File: src/rtl/core/hmqp_pkg.sv
// Shared types, widths and codes of the quadratic-probing hash table.
`timescale 1ns / 1ps
package hmqp_pkg;

  // Capacity of the slot memory.
  localparam int unsigned TABLE_SLOTS = 64;

  // Field widths of the request and result channels.
  localparam int unsigned ACT_W = 2;
  localparam int unsigned KEY_W = 31;
  localparam int unsigned VAL_W = 32;
  localparam int unsigned STS_W = 2;
  localparam int unsigned CFG_W = 7;
  localparam int unsigned OCC_W = 7;

  // Slot address, slot count and remainder unit widths.
  localparam int unsigned IDX_W = (TABLE_SLOTS > 1) ? $clog2(TABLE_SLOTS) : 1;
  localparam int unsigned CNT_W = $clog2(TABLE_SLOTS + 1);
  localparam int unsigned CMP_W = (CNT_W > CFG_W) ? CNT_W : CFG_W;
  localparam int unsigned DIV_BITS = 4;
  localparam int unsigned DIV_STEPS = (KEY_W + DIV_BITS - 1) / DIV_BITS;
  localparam int unsigned DIV_PAD_W = DIV_STEPS * DIV_BITS;
  localparam int unsigned DIV_CNT_W = (DIV_STEPS > 1) ? $clog2(DIV_STEPS) : 1;

  localparam logic [CFG_W-1:0] SLOTS_RESET = CFG_W'(61);

  typedef enum logic [ACT_W-1:0] {
    ACT_INSERT = 2'd0,
    ACT_DELETE = 2'd1,
    ACT_LOOKUP = 2'd2
  } action_e;

  typedef enum logic [STS_W-1:0] {
    RES_OK        = 2'd0,
    RES_NOT_FOUND = 2'd1,
    RES_FULL      = 2'd2
  } result_e;

  typedef enum logic [1:0] {
    SLOT_EMPTY = 2'd0,
    SLOT_OCC   = 2'd1,
    SLOT_TOMB  = 2'd2
  } slot_e;

  typedef struct packed {
    logic [KEY_W-1:0] key;
    logic [VAL_W-1:0] value;
    logic [1:0]       st;
  } slot_t;

  localparam int unsigned SLOT_W = $bits(slot_t);

  typedef enum logic [1:0] {
    S_IDLE,
    S_HASH,
    S_PROBE,
    S_FINISH
  } state_e;

endpackage

File: src/rtl/core/hash_map_quadratic_probing_core.sv
// Top level of the open-addressing key-value table with quadratic probing.
`timescale 1ns / 1ps
// This block is a key-value table of TABLE_SLOTS slots held in one synchronous slot RAM
// (key, value and slot state per word) plus one flip-flop per slot that marks it written,
// so a slot never written reads as empty and no clearing pass is needed after reset.
// One request is worked on at a time: after acceptance the home slot, key modulo the
// active slot count n, comes from a remainder unit that reduces four key bits per
// cycle, then the probe walk visits home + i*i modulo n at one slot RAM read per
// cycle, and the final state writes the slot back and loads the result register.
// A request with an unknown action skips the walk. A new request is taken as soon
// as the previous result sits in the output register, even if the downstream side
// still stalls it. Probing stops at the first empty slot, at the matching key, or
// after n probes; an insert takes the matching slot, else the first tombstone or
// empty slot seen, else answers table full. The slot count register is written over
// its own valid/ready port and is sampled when a request is accepted; a value of
// zero acts as one and values above TABLE_SLOTS act as TABLE_SLOTS. Writes to the
// slot RAM happen only in the final state of a request, and the next request reads
// the RAM only after its remainder step, so reads and writes never collide.
module hash_map_quadratic_probing_core
  import hmqp_pkg::*;
(
  input  logic                    clk_i,
  input  logic                    rst_ni,
  // Configuration write channel.
  input  logic                    cfg_valid_i,
  output logic                    cfg_ready_o,
  input  logic [CFG_W-1:0]        cfg_wdata_i,
  // Request channel.
  input  logic                    in_valid_i,
  output logic                    in_stall_o,
  input  logic [ACT_W-1:0]        action_i,
  input  logic [KEY_W-1:0]        key_i,
  input  logic signed [VAL_W-1:0] value_i,
  // Result channel.
  output logic                    out_valid_o,
  input  logic                    out_stall_i,
  output logic [STS_W-1:0]        status_o,
  output logic signed [VAL_W-1:0] read_value_o,
  output logic [OCC_W-1:0]        occupied_count_o
);

  state_e state_q, state_d;

  logic [CFG_W-1:0] slots_q;

  // Request registers.
  logic [ACT_W-1:0] act_q;
  logic [KEY_W-1:0] key_q;
  logic [VAL_W-1:0] val_q;
  logic [CNT_W-1:0] n_q;
  logic [CNT_W-1:0] nm1_q;
  logic [CNT_W-1:0] n_eff;

  // Remainder unit.
  logic             div_done;
  logic [IDX_W-1:0] div_rem;

  // Probe issue side.
  logic             iss_on_q;
  logic [IDX_W-1:0] idx_q;
  logic [CNT_W:0]   step_q;
  logic [CNT_W-1:0] iss_cnt_q;
  logic [CNT_W+1:0] idx_sum;
  logic [CNT_W+1:0] idx_red1;
  logic [CNT_W+1:0] idx_red2;

  // Probe evaluation side, aligned with the RAM read data.
  logic             ev_valid_q;
  logic [IDX_W-1:0] ev_idx_q;
  logic             ev_last_q;
  logic             ev_live_q;
  logic [1:0]       ev_st;
  logic             ev_match;
  logic             ev_free;
  logic             ev_stop;

  // Walk outcome.
  logic             hit_q;
  logic [IDX_W-1:0] hit_idx_q;
  logic [VAL_W-1:0] hit_val_q;
  logic             free_found_q;
  logic [IDX_W-1:0] free_idx_q;

  logic [TABLE_SLOTS-1:0] slot_live_q;
  logic [CNT_W-1:0]       entry_q, entry_d;

  // Slot RAM.
  logic             ram_we;
  logic [IDX_W-1:0] ram_waddr;
  slot_t            ram_wdata;
  slot_t            ram_rdata;

  // Result register.
  logic             out_valid_q;
  logic [STS_W-1:0] out_status_q;
  logic [VAL_W-1:0] out_value_q;
  logic [OCC_W-1:0] out_occ_q;
  logic             out_load;
  logic [STS_W-1:0] res_status;
  logic [VAL_W-1:0] res_value;

  logic accept;
  logic act_known;
  logic finish_fire;

  hmqp_mod u_mod (
    .clk_i   (clk_i),
    .rst_ni  (rst_ni),
    .start_i (accept),
    .key_i   (key_i),
    .n_i     (n_eff),
    .done_o  (div_done),
    .rem_o   (div_rem)
  );

  hmqp_ram #(
    .WIDTH (SLOT_W),
    .DEPTH (TABLE_SLOTS)
  ) u_slot_ram (
    .clk_i   (clk_i),
    .we_i    (ram_we),
    .waddr_i (ram_waddr),
    .wdata_i (ram_wdata),
    .raddr_i (idx_q),
    .rdata_o (ram_rdata)
  );

  assign cfg_ready_o = 1'b1;
  assign in_stall_o  = (state_q != S_IDLE);
  assign accept      = in_valid_i && (state_q == S_IDLE);
  assign out_load    = !out_valid_q || !out_stall_i;
  assign finish_fire = (state_q == S_FINISH) && out_load;
  assign act_known   = (act_q == ACT_INSERT) || (act_q == ACT_DELETE) ||
                       (act_q == ACT_LOOKUP);

  // Effective slot count: zero acts as one, oversize values clamp to the capacity.
  always_comb begin
    if (slots_q == '0) begin
      n_eff = CNT_W'(1);
    end else if (CMP_W'(slots_q) > CMP_W'(TABLE_SLOTS)) begin
      n_eff = CNT_W'(TABLE_SLOTS);
    end else begin
      n_eff = CNT_W'(slots_q);
    end
  end

  // Next probe address: (idx + 2i + 1) mod n, the sum stays below 3n.
  always_comb begin
    idx_sum  = (CNT_W + 2)'(idx_q) + (CNT_W + 2)'(step_q);
    idx_red1 = (idx_sum >= (CNT_W + 2)'(n_q)) ? idx_sum - (CNT_W + 2)'(n_q) : idx_sum;
    idx_red2 = (idx_red1 >= (CNT_W + 2)'(n_q)) ? idx_red1 - (CNT_W + 2)'(n_q) : idx_red1;
  end

  // Decode of the slot that just came back from the RAM.
  always_comb begin
    ev_st    = ev_live_q ? ram_rdata.st : SLOT_EMPTY;
    ev_match = (ev_st == SLOT_OCC) && (ram_rdata.key == key_q);
    ev_free  = (ev_st != SLOT_OCC);
    ev_stop  = ev_match || (ev_st == SLOT_EMPTY) || ev_last_q;
  end

  // Next-state logic.
  always_comb begin
    state_d = state_q;
    unique case (state_q)
      S_IDLE: begin
        if (in_valid_i) begin
          state_d = S_HASH;
        end
      end
      S_HASH: begin
        if (div_done) begin
          state_d = act_known ? S_PROBE : S_FINISH;
        end
      end
      S_PROBE: begin
        if (ev_valid_q && ev_stop) begin
          state_d = S_FINISH;
        end
      end
      S_FINISH: begin
        if (out_load) begin
          state_d = S_IDLE;
        end
      end
      default: state_d = S_IDLE;
    endcase
  end

  // Final write-back and result of the request.
  always_comb begin
    ram_we     = 1'b0;
    ram_waddr  = hit_idx_q;
    ram_wdata  = '{key: key_q, value: val_q, st: SLOT_OCC};
    entry_d    = entry_q;
    res_status = RES_NOT_FOUND;
    res_value  = '0;
    unique case (act_q)
      ACT_INSERT: begin
        if (hit_q) begin
          ram_we     = finish_fire;
          res_status = RES_OK;
        end else if (free_found_q) begin
          ram_we     = finish_fire;
          ram_waddr  = free_idx_q;
          entry_d    = entry_q + 1'b1;
          res_status = RES_OK;
        end else begin
          res_status = RES_FULL;
        end
      end
      ACT_DELETE: begin
        if (hit_q) begin
          ram_we       = finish_fire;
          ram_wdata.st = SLOT_TOMB;
          if (entry_q != '0) begin
            entry_d = entry_q - 1'b1;
          end
          res_status = RES_OK;
        end
      end
      ACT_LOOKUP: begin
        if (hit_q) begin
          res_status = RES_OK;
          res_value  = hit_val_q;
        end
      end
      default: res_status = RES_NOT_FOUND;
    endcase
  end

  // Control registers.
  always_ff @(posedge clk_i or negedge rst_ni) begin
    if (!rst_ni) begin
      state_q      <= S_IDLE;
      slots_q      <= SLOTS_RESET;
      iss_on_q     <= 1'b0;
      iss_cnt_q    <= '0;
      ev_valid_q   <= 1'b0;
      hit_q        <= 1'b0;
      free_found_q <= 1'b0;
      slot_live_q  <= '0;
      entry_q      <= '0;
      out_valid_q  <= 1'b0;
    end else begin
      state_q <= state_d;
      if (cfg_valid_i && cfg_ready_o) begin
        slots_q <= cfg_wdata_i;
      end

      if ((state_q == S_HASH) && div_done) begin
        iss_on_q     <= act_known;
        iss_cnt_q    <= '0;
        hit_q        <= 1'b0;
        free_found_q <= 1'b0;
      end

      if (state_q == S_PROBE) begin
        if (iss_on_q) begin
          iss_cnt_q <= iss_cnt_q + 1'b1;
        end
        // A stopping probe ends the walk and drops any read still in flight.
        if (ev_valid_q && ev_stop) begin
          iss_on_q   <= 1'b0;
          ev_valid_q <= 1'b0;
        end else begin
          ev_valid_q <= iss_on_q;
          if (iss_on_q && (iss_cnt_q == nm1_q)) begin
            iss_on_q <= 1'b0;
          end
        end
        if (ev_valid_q) begin
          if (ev_match) begin
            hit_q <= 1'b1;
          end
          if (ev_free && !free_found_q) begin
            free_found_q <= 1'b1;
          end
        end
      end else begin
        ev_valid_q <= 1'b0;
      end

      if (finish_fire) begin
        entry_q     <= entry_d;
        out_valid_q <= 1'b1;
        if (ram_we) begin
          slot_live_q[ram_waddr] <= 1'b1;
        end
      end else if (!out_stall_i) begin
        out_valid_q <= 1'b0;
      end
    end
  end

  // Payload registers.
  always_ff @(posedge clk_i) begin
    if (accept) begin
      act_q <= action_i;
      key_q <= key_i;
      val_q <= value_i;
      n_q   <= n_eff;
      nm1_q <= n_eff - 1'b1;
    end
    if ((state_q == S_HASH) && div_done) begin
      idx_q  <= div_rem;
      step_q <= (CNT_W + 1)'(1);
    end else if ((state_q == S_PROBE) && iss_on_q) begin
      idx_q     <= IDX_W'(idx_red2);
      step_q    <= step_q + (CNT_W + 1)'(2);
      ev_idx_q  <= idx_q;
      ev_last_q <= (iss_cnt_q == nm1_q);
      ev_live_q <= slot_live_q[idx_q];
    end
    if ((state_q == S_PROBE) && ev_valid_q) begin
      if (ev_match) begin
        hit_idx_q <= ev_idx_q;
        hit_val_q <= ram_rdata.value;
      end
      if (ev_free && !free_found_q) begin
        free_idx_q <= ev_idx_q;
      end
    end
    if (finish_fire) begin
      out_status_q <= res_status;
      out_value_q  <= res_value;
      out_occ_q    <= OCC_W'(entry_d);
    end
  end

  assign out_valid_o      = out_valid_q;
  assign status_o         = out_status_q;
  assign read_value_o     = out_value_q;
  assign occupied_count_o = out_occ_q;

  // The live entry count can never exceed the number of slots.
  a_entry_bound : assert property (@(posedge clk_i) disable iff (!rst_ni)
    CNT_W'(TABLE_SLOTS) >= entry_q)
    else $error("live entry count exceeds table capacity");

  // A result is only ever loaded from the final state of a request.
  a_result_source : assert property (@(posedge clk_i) disable iff (!rst_ni)
    (!$past(out_valid_q) || !$past(out_stall_i)) && out_valid_q
      |-> $past(state_q == S_FINISH))
    else $error("result register loaded outside the final state");

  // The probe walk never issues more reads than the active slot count.
  a_probe_bound : assert property (@(posedge clk_i) disable iff (!rst_ni)
    (state_q == S_PROBE) |-> (iss_cnt_q <= n_q))
    else $error("probe walk issued more reads than slots in use");

  // A slot RAM write only happens together with a result leaving the final state.
  a_write_once : assert property (@(posedge clk_i) disable iff (!rst_ni)
    ram_we |=> (out_valid_q && (state_q == S_IDLE)))
    else $error("slot write not followed by a loaded result");

endmodule

File: src/rtl/core/hmqp_ram.sv
// Generic single-write, single-read synchronous RAM with registered read data.
`timescale 1ns / 1ps
module hmqp_ram #(
  parameter int unsigned WIDTH = 8,
  parameter int unsigned DEPTH = 16
) (
  input  logic                             clk_i,
  input  logic                             we_i,
  input  logic [$clog2(DEPTH)-1:0]         waddr_i,
  input  logic [WIDTH-1:0]                 wdata_i,
  input  logic [$clog2(DEPTH)-1:0]         raddr_i,
  output logic [WIDTH-1:0]                 rdata_o
);

  logic [WIDTH-1:0] mem_q [DEPTH];

  always_ff @(posedge clk_i) begin
    if (we_i) begin
      mem_q[waddr_i] <= wdata_i;
    end
    rdata_o <= mem_q[raddr_i];
  end

endmodule

File: src/rtl/core/hmqp_mod.sv
// Iterative remainder unit that reduces a key modulo the active slot count.
`timescale 1ns / 1ps
module hmqp_mod
  import hmqp_pkg::*;
(
  input  logic             clk_i,
  input  logic             rst_ni,
  input  logic             start_i,
  input  logic [KEY_W-1:0] key_i,
  input  logic [CNT_W-1:0] n_i,
  output logic             done_o,
  output logic [IDX_W-1:0] rem_o
);

  logic                 busy_q, busy_d;
  logic                 done_q, done_d;
  logic [DIV_CNT_W-1:0] cnt_q, cnt_d;
  logic [DIV_PAD_W-1:0] sh_q, sh_d;
  logic [CNT_W:0]       rem_q, rem_d;
  logic [CNT_W:0]       n_q, n_d;
  logic [CNT_W:0]       r_step;

  // Restoring remainder, a few key bits per cycle; the partial remainder stays below n.
  always_comb begin
    r_step = rem_q;
    for (int j = 0; j < DIV_BITS; j++) begin
      r_step = {r_step[CNT_W-1:0], sh_q[DIV_PAD_W-1-j]};
      if (r_step >= n_q) begin
        r_step = r_step - n_q;
      end
    end
  end

  always_comb begin
    busy_d = busy_q;
    done_d = 1'b0;
    cnt_d  = cnt_q;
    sh_d   = sh_q;
    rem_d  = rem_q;
    n_d    = n_q;
    if (start_i) begin
      busy_d = 1'b1;
      cnt_d  = '0;
      sh_d   = DIV_PAD_W'(key_i);
      rem_d  = '0;
      n_d    = (CNT_W + 1)'(n_i);
    end else if (busy_q) begin
      rem_d = r_step;
      sh_d  = sh_q << DIV_BITS;
      cnt_d = cnt_q + 1'b1;
      if (cnt_q == DIV_CNT_W'(DIV_STEPS - 1)) begin
        busy_d = 1'b0;
        done_d = 1'b1;
      end
    end
  end

  always_ff @(posedge clk_i or negedge rst_ni) begin
    if (!rst_ni) begin
      busy_q <= 1'b0;
      done_q <= 1'b0;
      cnt_q  <= '0;
    end else begin
      busy_q <= busy_d;
      done_q <= done_d;
      cnt_q  <= cnt_d;
    end
  end

  always_ff @(posedge clk_i) begin
    sh_q  <= sh_d;
    rem_q <= rem_d;
    n_q   <= n_d;
  end

  assign done_o = done_q;
  assign rem_o  = IDX_W'(rem_q);

endmodule

File: config.mk
export PLATFORM = sky130hd
export DESIGN_NAME = hash_map_quadratic_probing_core
export DESIGN_NICKNAME = d
export VERILOG_FILES = /design/src/rtl/core/hmqp_pkg.sv /design/src/rtl/core/hash_map_quadratic_probing_core.sv /design/src/rtl/core/hmqp_ram.sv /design/src/rtl/core/hmqp_mod.sv
export SDC_FILE = /design/constraint.sdc
export NUM_CORES = 2
export LEC_CHECK = 0
export BUFFER_PORTS_ARGS = -buffer_cell sky130_fd_sc_hd__buf_2
export CAP_MARGIN = 20
export CELL_PAD_IN_SITES_DETAIL_PLACEMENT = 0
export CELL_PAD_IN_SITES_GLOBAL_PLACEMENT = 1
export CORE_AREA = 2 2 555 557
export DETAILED_ROUTE_END_ITERATION = 6
export DIE_AREA = 0 0 557 559
export PLACE_DENSITY_LB_ADDON = 0.1
export SLEW_MARGIN = 20
export SYNTH_ARGS = -nofsm -noshare
export SYNTH_HDL_FRONTEND = slang
export SYNTH_MEMORY_MAX_BITS = 65536
export SYNTH_SLANG_ARGS = --single-unit
File: constraint.sdc
create_clock -name clk_i -period 10.5 [get_ports clk_i]
set_input_delay 2.1 -clock clk_i [delete_from_list [all_inputs] [get_ports clk_i]]
set_output_delay 2.1 -clock clk_i [all_outputs]
set_load 0.01 [all_outputs]
; ---- Word level (Yosys, flattened, before mapping)
; Memories as Yosys holds them, arrays and structs flattened. A register that Yosys moved wholly into a read port is not among the register bits.
; Index checks and enable logic that the tools add are counted.
[op_classes]
add_sub_neg = 13
mul = 0
div = 0
n_lt_le_gt_ge = 10
eq_ne = 15
n_shift = 0
muxes = 70
bitwise = 2
n_reduce_logical = 33
[ops]
columns = cell, n
row1 = 7-bit two-way mux, 13
row2 = 64-bit bitwise OR, 1
row3 = 31-bit two-way mux, 2
row4 = 6-bit two-way mux, 6
row5 = 8-bit by 7-bit greater-or-equal comparator with 1-bit output, 4
row6 = 31-bit == test, 1
row7 = 1-bit two-way mux, 31
row8 = 7-bit subtractor, 4
row9 = 9-bit by 7-bit greater-or-equal comparator with 1-bit output, 2
row10 = 2-bit two-way mux, 9
row11 = 7-bit by 1-bit adder with 7-bit output (second input constant), 2
row12 = 6-bit by 7-bit less-than comparator with 1-bit output (second input constant), 2
row13 = 7-bit case mux with 2 select lines, 1
row14 = 7-bit by 1-bit subtractor with 7-bit output (second input constant), 2
row15 = 1-bit logical AND, 10
row16 = 2-bit AND reduction, 5
row17 = 6-bit by 8-bit adder with 9-bit output, 1
row18 = 9-bit two-way mux, 1
row19 = 9-bit by 7-bit subtractor with 9-bit output, 1
row20 = 8-bit by 2-bit adder with 8-bit output (second input constant), 1
row21 = 2-bit case mux with 4 select lines, 1
row22 = 7-bit == test, 1
row23 = 7-bit > comparator (second input constant), 1
row24 = 7-bit zero test, 1
row25 = other kinds (21), 40
[word_totals]
ff_bits = 322
latchBits = 0
ram_bits = 4160
mem_bits_ro = 0
in_bits = 77
output_inout_bits = 44
word_cells = 176
memories = 1
[memory_table]
columns = memory, depth, width, read_ports, rd_ports_with_merged_regs, wr, line_no
row1 = u_slot_ram.mem_q, 64, 65, 1, 1, 1, hmqp_ram.sv:15  ; logic [WIDTH-1:0] mem_q [DEPTH];

; ---- Logic depth before layout (Yosys ltp)
[depth]
ltp_word = 8
ltp_mapped = 37
mapped_depth_nobuf = 35

; ---- Modules after synthesis
; A second synthesis with hierarchy kept.
[hier_totals]
hier_cells = 7848
area_unflattened_um2 = 174265.9
[by_module_without_submodules]
columns = mod, n_inst, cells_each, area_each_um2, seq_area_each_um2
row1 = hmqp_ram, 1, 6606, 158330.6, 126221.1
row2 = hash_map_quadratic_probing_core, 1, 906, 12311.8, 7793.7
row3 = hmqp_mod, 1, 336, 3623.5, 1426.4

; ---- Least setup slack after synthesis
; Ideal clock, no wire load.
[synth_timing]
path_kind = register -> register
start = reg n_q[1] (netlist name)
end = reg u_mod.rem_q[0]
setup_time_ns = 0.122
arrival_time_ns = 7.291
t_required_ns = 10.378
path_slack_ns = 3.087
stages_incl_launch_ff = 33
n_path_buf = 2
period_less_slack_ns = 7.413
cell_sequence = edfxtp_1 -> inv_1 -> fa_1 -> a211oi_1 -> o21ai_1 -> a31oi_2 -> mux2_2 -> ha_1 -> nor2b_1 -> o31a_1 -> o31ai_1 -> o211ai_2 -> o21ai_0 -> inv_1 -> fa_1 -> inv_1 -> a21o_1 -> nand3_1 -> a21boi_0 -> o22ai_1 -> nand2_1 -> clkbuf_1 -> a21oi_1 -> fa_1 -> a21o_1 -> a21oi_1 -> nor2b_1 -> o21a_1 -> o22a_1 -> a211o_1 -> buf_4 -> nor4b_1 -> a311o_1
[synth_rtl]
columns = item, line_no
row1 = end signal: assignment, hmqp_mod.sv:72  ; rem_q <= rem_d;
row2 = end: declaration, hmqp_mod.sv:19  ; logic [CNT_W:0] rem_q, rem_d;

==> flow_summary_export.csv <==
group,metric,value,unit
status,status,"finished, final reports clean",
timing,period_share,0.843,
drt,wl_per_cell,38.5,um
floorplan,die_h,559,um
worst_setup_path,critical_path_arrival,9.71,ns
grt,initial_antenna_violation_count,12,
drt,drt_iter0_markers,11318,
timing,grt_setup_unrepaired,"no",
drt,route.detailed.drc,0,
floorplan,die_width,557,um
timing,max_slew.worst_pin.slew,1.20,ns
timing,finClkSkew,0.0791,ns
pwr,vdd_ir_drop_max,346,uV
worst_setup_path,critical_path_class,"register to register",
timing,report.final.slew_viol_count,0,
worst_setup_path,critical_path.max_fanout,11,
worst_setup_path,req_time_crit_path,11.36,ns
final_layout,nNetsFinal,7801,
clock_network,cts.root.buffer_cell,"sky130_fd_sc_hd__clkbuf_16",
clock_network,tritoncts_num_sinks,4546,
grt,maximum_number_of_pins_on_one_net_before_global_route_repair,135,
final_layout,n_fill_cell,19936,
yosys,area_share_of_the_leading_cell_type_in_the_synthesized_netlist,0.756,
clock_network,cts-root-to-sink-buffers,4,
floorplan,start_util,0.569,
final_layout,utilization,0.642,
yosys,synth_seq_cells,4546,
place,gp_routability_congestion,0.779,
yosys,total_number_of_yosys_warnings,0,
worst_setup_path,crit_path_max_incr_delay,0.56,ns
timing,timing.setup.tns,0,ns
clock_network,clk-insertion-delay-late,0.98,ns
place,placed_cells,11297,
floorplan,placeableCoreArea,305000,um2
clock_network,path_clk_slew,0.07,ns
floorplan,num_rows,203,
final_layout,multiInputGateArea,37300,um2
yosys,synth_most_common_cell,"sky130_fd_sc_hd__edfxtp_1",
drt,routed-via-count,82660,
timing,final-hold-violation-count,0,
yosys,synth_common_cells,"4369 x sky130_fd_sc_hd__edfxtp_1, 1386 x sky130_fd_sc_hd__mux4_2, 247 x sky130_fd_sc_hd__clkbuf_1",
yosys,dominantRegCellSynth,"sky130_fd_sc_hd__edfxtp_1",
yosys,syn-num-nets,7313,
place,half_perimeter_wire_length_after_detailed_placement,237,mm
drt,vias_per_cell,6.80,
worst_setup_path,worst_path_max_delay_cell,"sky130_fd_sc_hd__o21ai_0",
timing,setup_viol_count_final,0,
clock_network,post-cts-setup-buffers,0,
yosys,synth.yosys.seq_area_share,0.779,
yosys,yosysUniqueCellTypes,72,
floorplan,area_of_the_die,311000,um2
final_layout,fraction_of_final_layout_cells_sized_beyond_drive_strength_1,0.324,
clock_network,ctsResizeCount,0,
pwr,p_leak,62.3,nW
grt,wire_length_of_the_first_global_routing_pass,650,mm
timing,finalWorstPathRequiredPeriod,8.85,ns
grt,grtUsageTotal,0.302,
yosys,syn_inst,7165,
worst_setup_path,start_kind,"register",
drt,drt_first_pass_iters,7,
floorplan,ports,121,
pwr,power.density_cell_area,259,nW/um2
final_layout,syn2layout_area_growth,12.8,%
clock_network,holdBufCountCts,0,
final_layout,final-seq-area,135000,um2
place,placement.io_buffers,119,
timing,maxSlewHeadroom,0.194,
drt,finalWirelength,467,mm
yosys,post_synth.cell_area_avg,24.2,um2
clock_network,cts.htree.levels,5,
clock_network,clock_buffers_created_by_tritoncts,451,
pwr,total_power,50.8,mW
run,cap_viol_max_count,0,
yosys,synth_top_area_cell,"sky130_fd_sc_hd__edfxtp_1",
yosys,synth_top_cells_by_area,"sky130_fd_sc_hd__edfxtp_1 76%, sky130_fd_sc_hd__mux4_2 18%, sky130_fd_sc_hd__dfrtp_1 1.3%, sky130_fd_sc_hd__dfxtp_1 0.92%, sky130_fd_sc_hd__clkbuf_1 0.53%",
grt,grt_pass1_vias,81956,
clock_network,cts_tree,"built",
worst_setup_path,crit_path_end_kind,"register",
final_layout,final_cell_count_no_fill,12151,
drt,postRouteAntennaNets,0,
yosys,synth_enable_flop_cells,4369,
timing,max_freq,113,MHz
grt,grt_remaining_overflow,0,
yosys,syn-cell-area,173000,um2
yosys,synthArstFlopShare,0.0213,
min_path,timing.hold.worst.class,"register to register",
==> report_power, final <==
group | switching, mW | total, mW | internal [mW]
Clock | 6.91 | 16.3 | 9.38
Sequential | 0.243 | 21.1 | 20.9
Combinational | 7.11 | 13.3 | 6.22
Total | 14.3 | 50.8 | 36.5
==> area by class of cell <==
class	instances	share of cell area
multi-input cells	2230	0.190
well taps	4100	0.0262
clock buffers	565	0.0609
clock inverters	284	0.0158
repair buffers	378	0.0150
diodes	2	0.0000256
inverters	46	0.000920
flip-flops and latches	4546	0.691
==> kinds of logic (layout without fill, tap and decap cells) <==
logic type / after synthesis / after routing / share of synthesized area
AOI/OAI and AO/OA: 161 / 161 / 0.00605
xor gates and xnor gates: 76 / 76 / 0.00384
adders and majority gates: 71 / 71 / 0.00542
buffers and inverters: 389 / 1273 / 0.00850
DFF: 4546 / 4546 / 0.779
muxes: 1434 / 1434 / 0.183
other: 1 / 3 / 0.0000216
and+or+nand+nor: 487 / 487 / 0.0138
==> registers in the layout, indices dropped and copies added, names as in the netlist, 31 cells and up <==
signal,flops
u_slot_ram.mem_q,4160
u_slot_ram.rdata_o,65
slot_live_q,64
hit_val_q,32
read_value_o,32
u_mod.sh_q,32
val_q,32
key_q,31
==> cells in the final DEF (no fill, tap or decap), drive strengths merged, types with 14 or more instances in the layout <==
cell type and n:
mux4 1386, xor2 43, nor2b 14, bufinv 53, edfxtp 4369, nand2b 14
nand2 146, or2 68, dfxtp 80, o21ai 42, ha 64, mux2 31
inv 61, nor3 14, and3 43, dfrtp 92, clkinv 203, buf 377
xnor2 33, nor2 120, mux2i 17, clkbuf 566, a21o 15, a21oi 43
==> worst max-delay path: cells and delay by family (launching register included) <==
family / cells / cell delay, ns
AO/OA/AOI/OAI: 17 / 4.64
adder cells (fa/ha/maj): 5 / 1.91
AND/OR/NAND/NOR: 5 / 0.90
flip-flops: 1 / 0.54
multiplexers: 1 / 0.43
buffers and inverters: 3 / 0.32
==> through the flow <==
stage | cell area, um2 | hold WS, ns | setup WS [ns]
final | 196000 | 0.401 | 1.65
after global routing | 196000 | 0.410 | 1.18
after CTS | 196000 | 0.404 | 1.56
after detailed placement | 181000 | 0.389 | 1.59
after global placement | 181000 | 0.387 | 1.32
after floorplan | 173000 | 0.386 | 3.09
==> worst paths after layout <==
| check | start | endpoint | slack, ns | cells after the start |
|---|---|---|---|---|
| worst max-delay path | n_q[0] | u_mod.rem_q[0] | 1.65 | 31 |
| worst min-delay path | u_slot_ram.rdata_o[4] | hit_val_q[2] | 0.40 | 0 |
| worst max register to register | n_q[0] | u_mod.rem_q[0] | 1.65 | 31 |
| worst min register to register | u_slot_ram.rdata_o[4] | hit_val_q[2] | 0.40 | 0 |
| max in group asynchronous | rst_ni | slot_live_q[20] | 7.92 | 2 |
| min in group asynchronous | rst_ni | entry_q[3] | 1.14 | 1 |
==> routing by layer <==
| layer | vias to the layer above | part of all wire | GRT usage | wire (um) |
|---|---|---|---|---|
| li1 | 31795 | - | - | - |
| met1 | 45787 | 0.40 | 0.456 | 188000 |
| met2 | 4427 | 0.48 | 0.475 | 226000 |
| met3 | 649 | 0.088 | 0.0412 | 40900 |
| met4 | 2 | 0.027 | 0.0783 | 12500 |
| met5 | - | 0.000028 | 0 | 13 |
(Power assumes the default switching activity.)
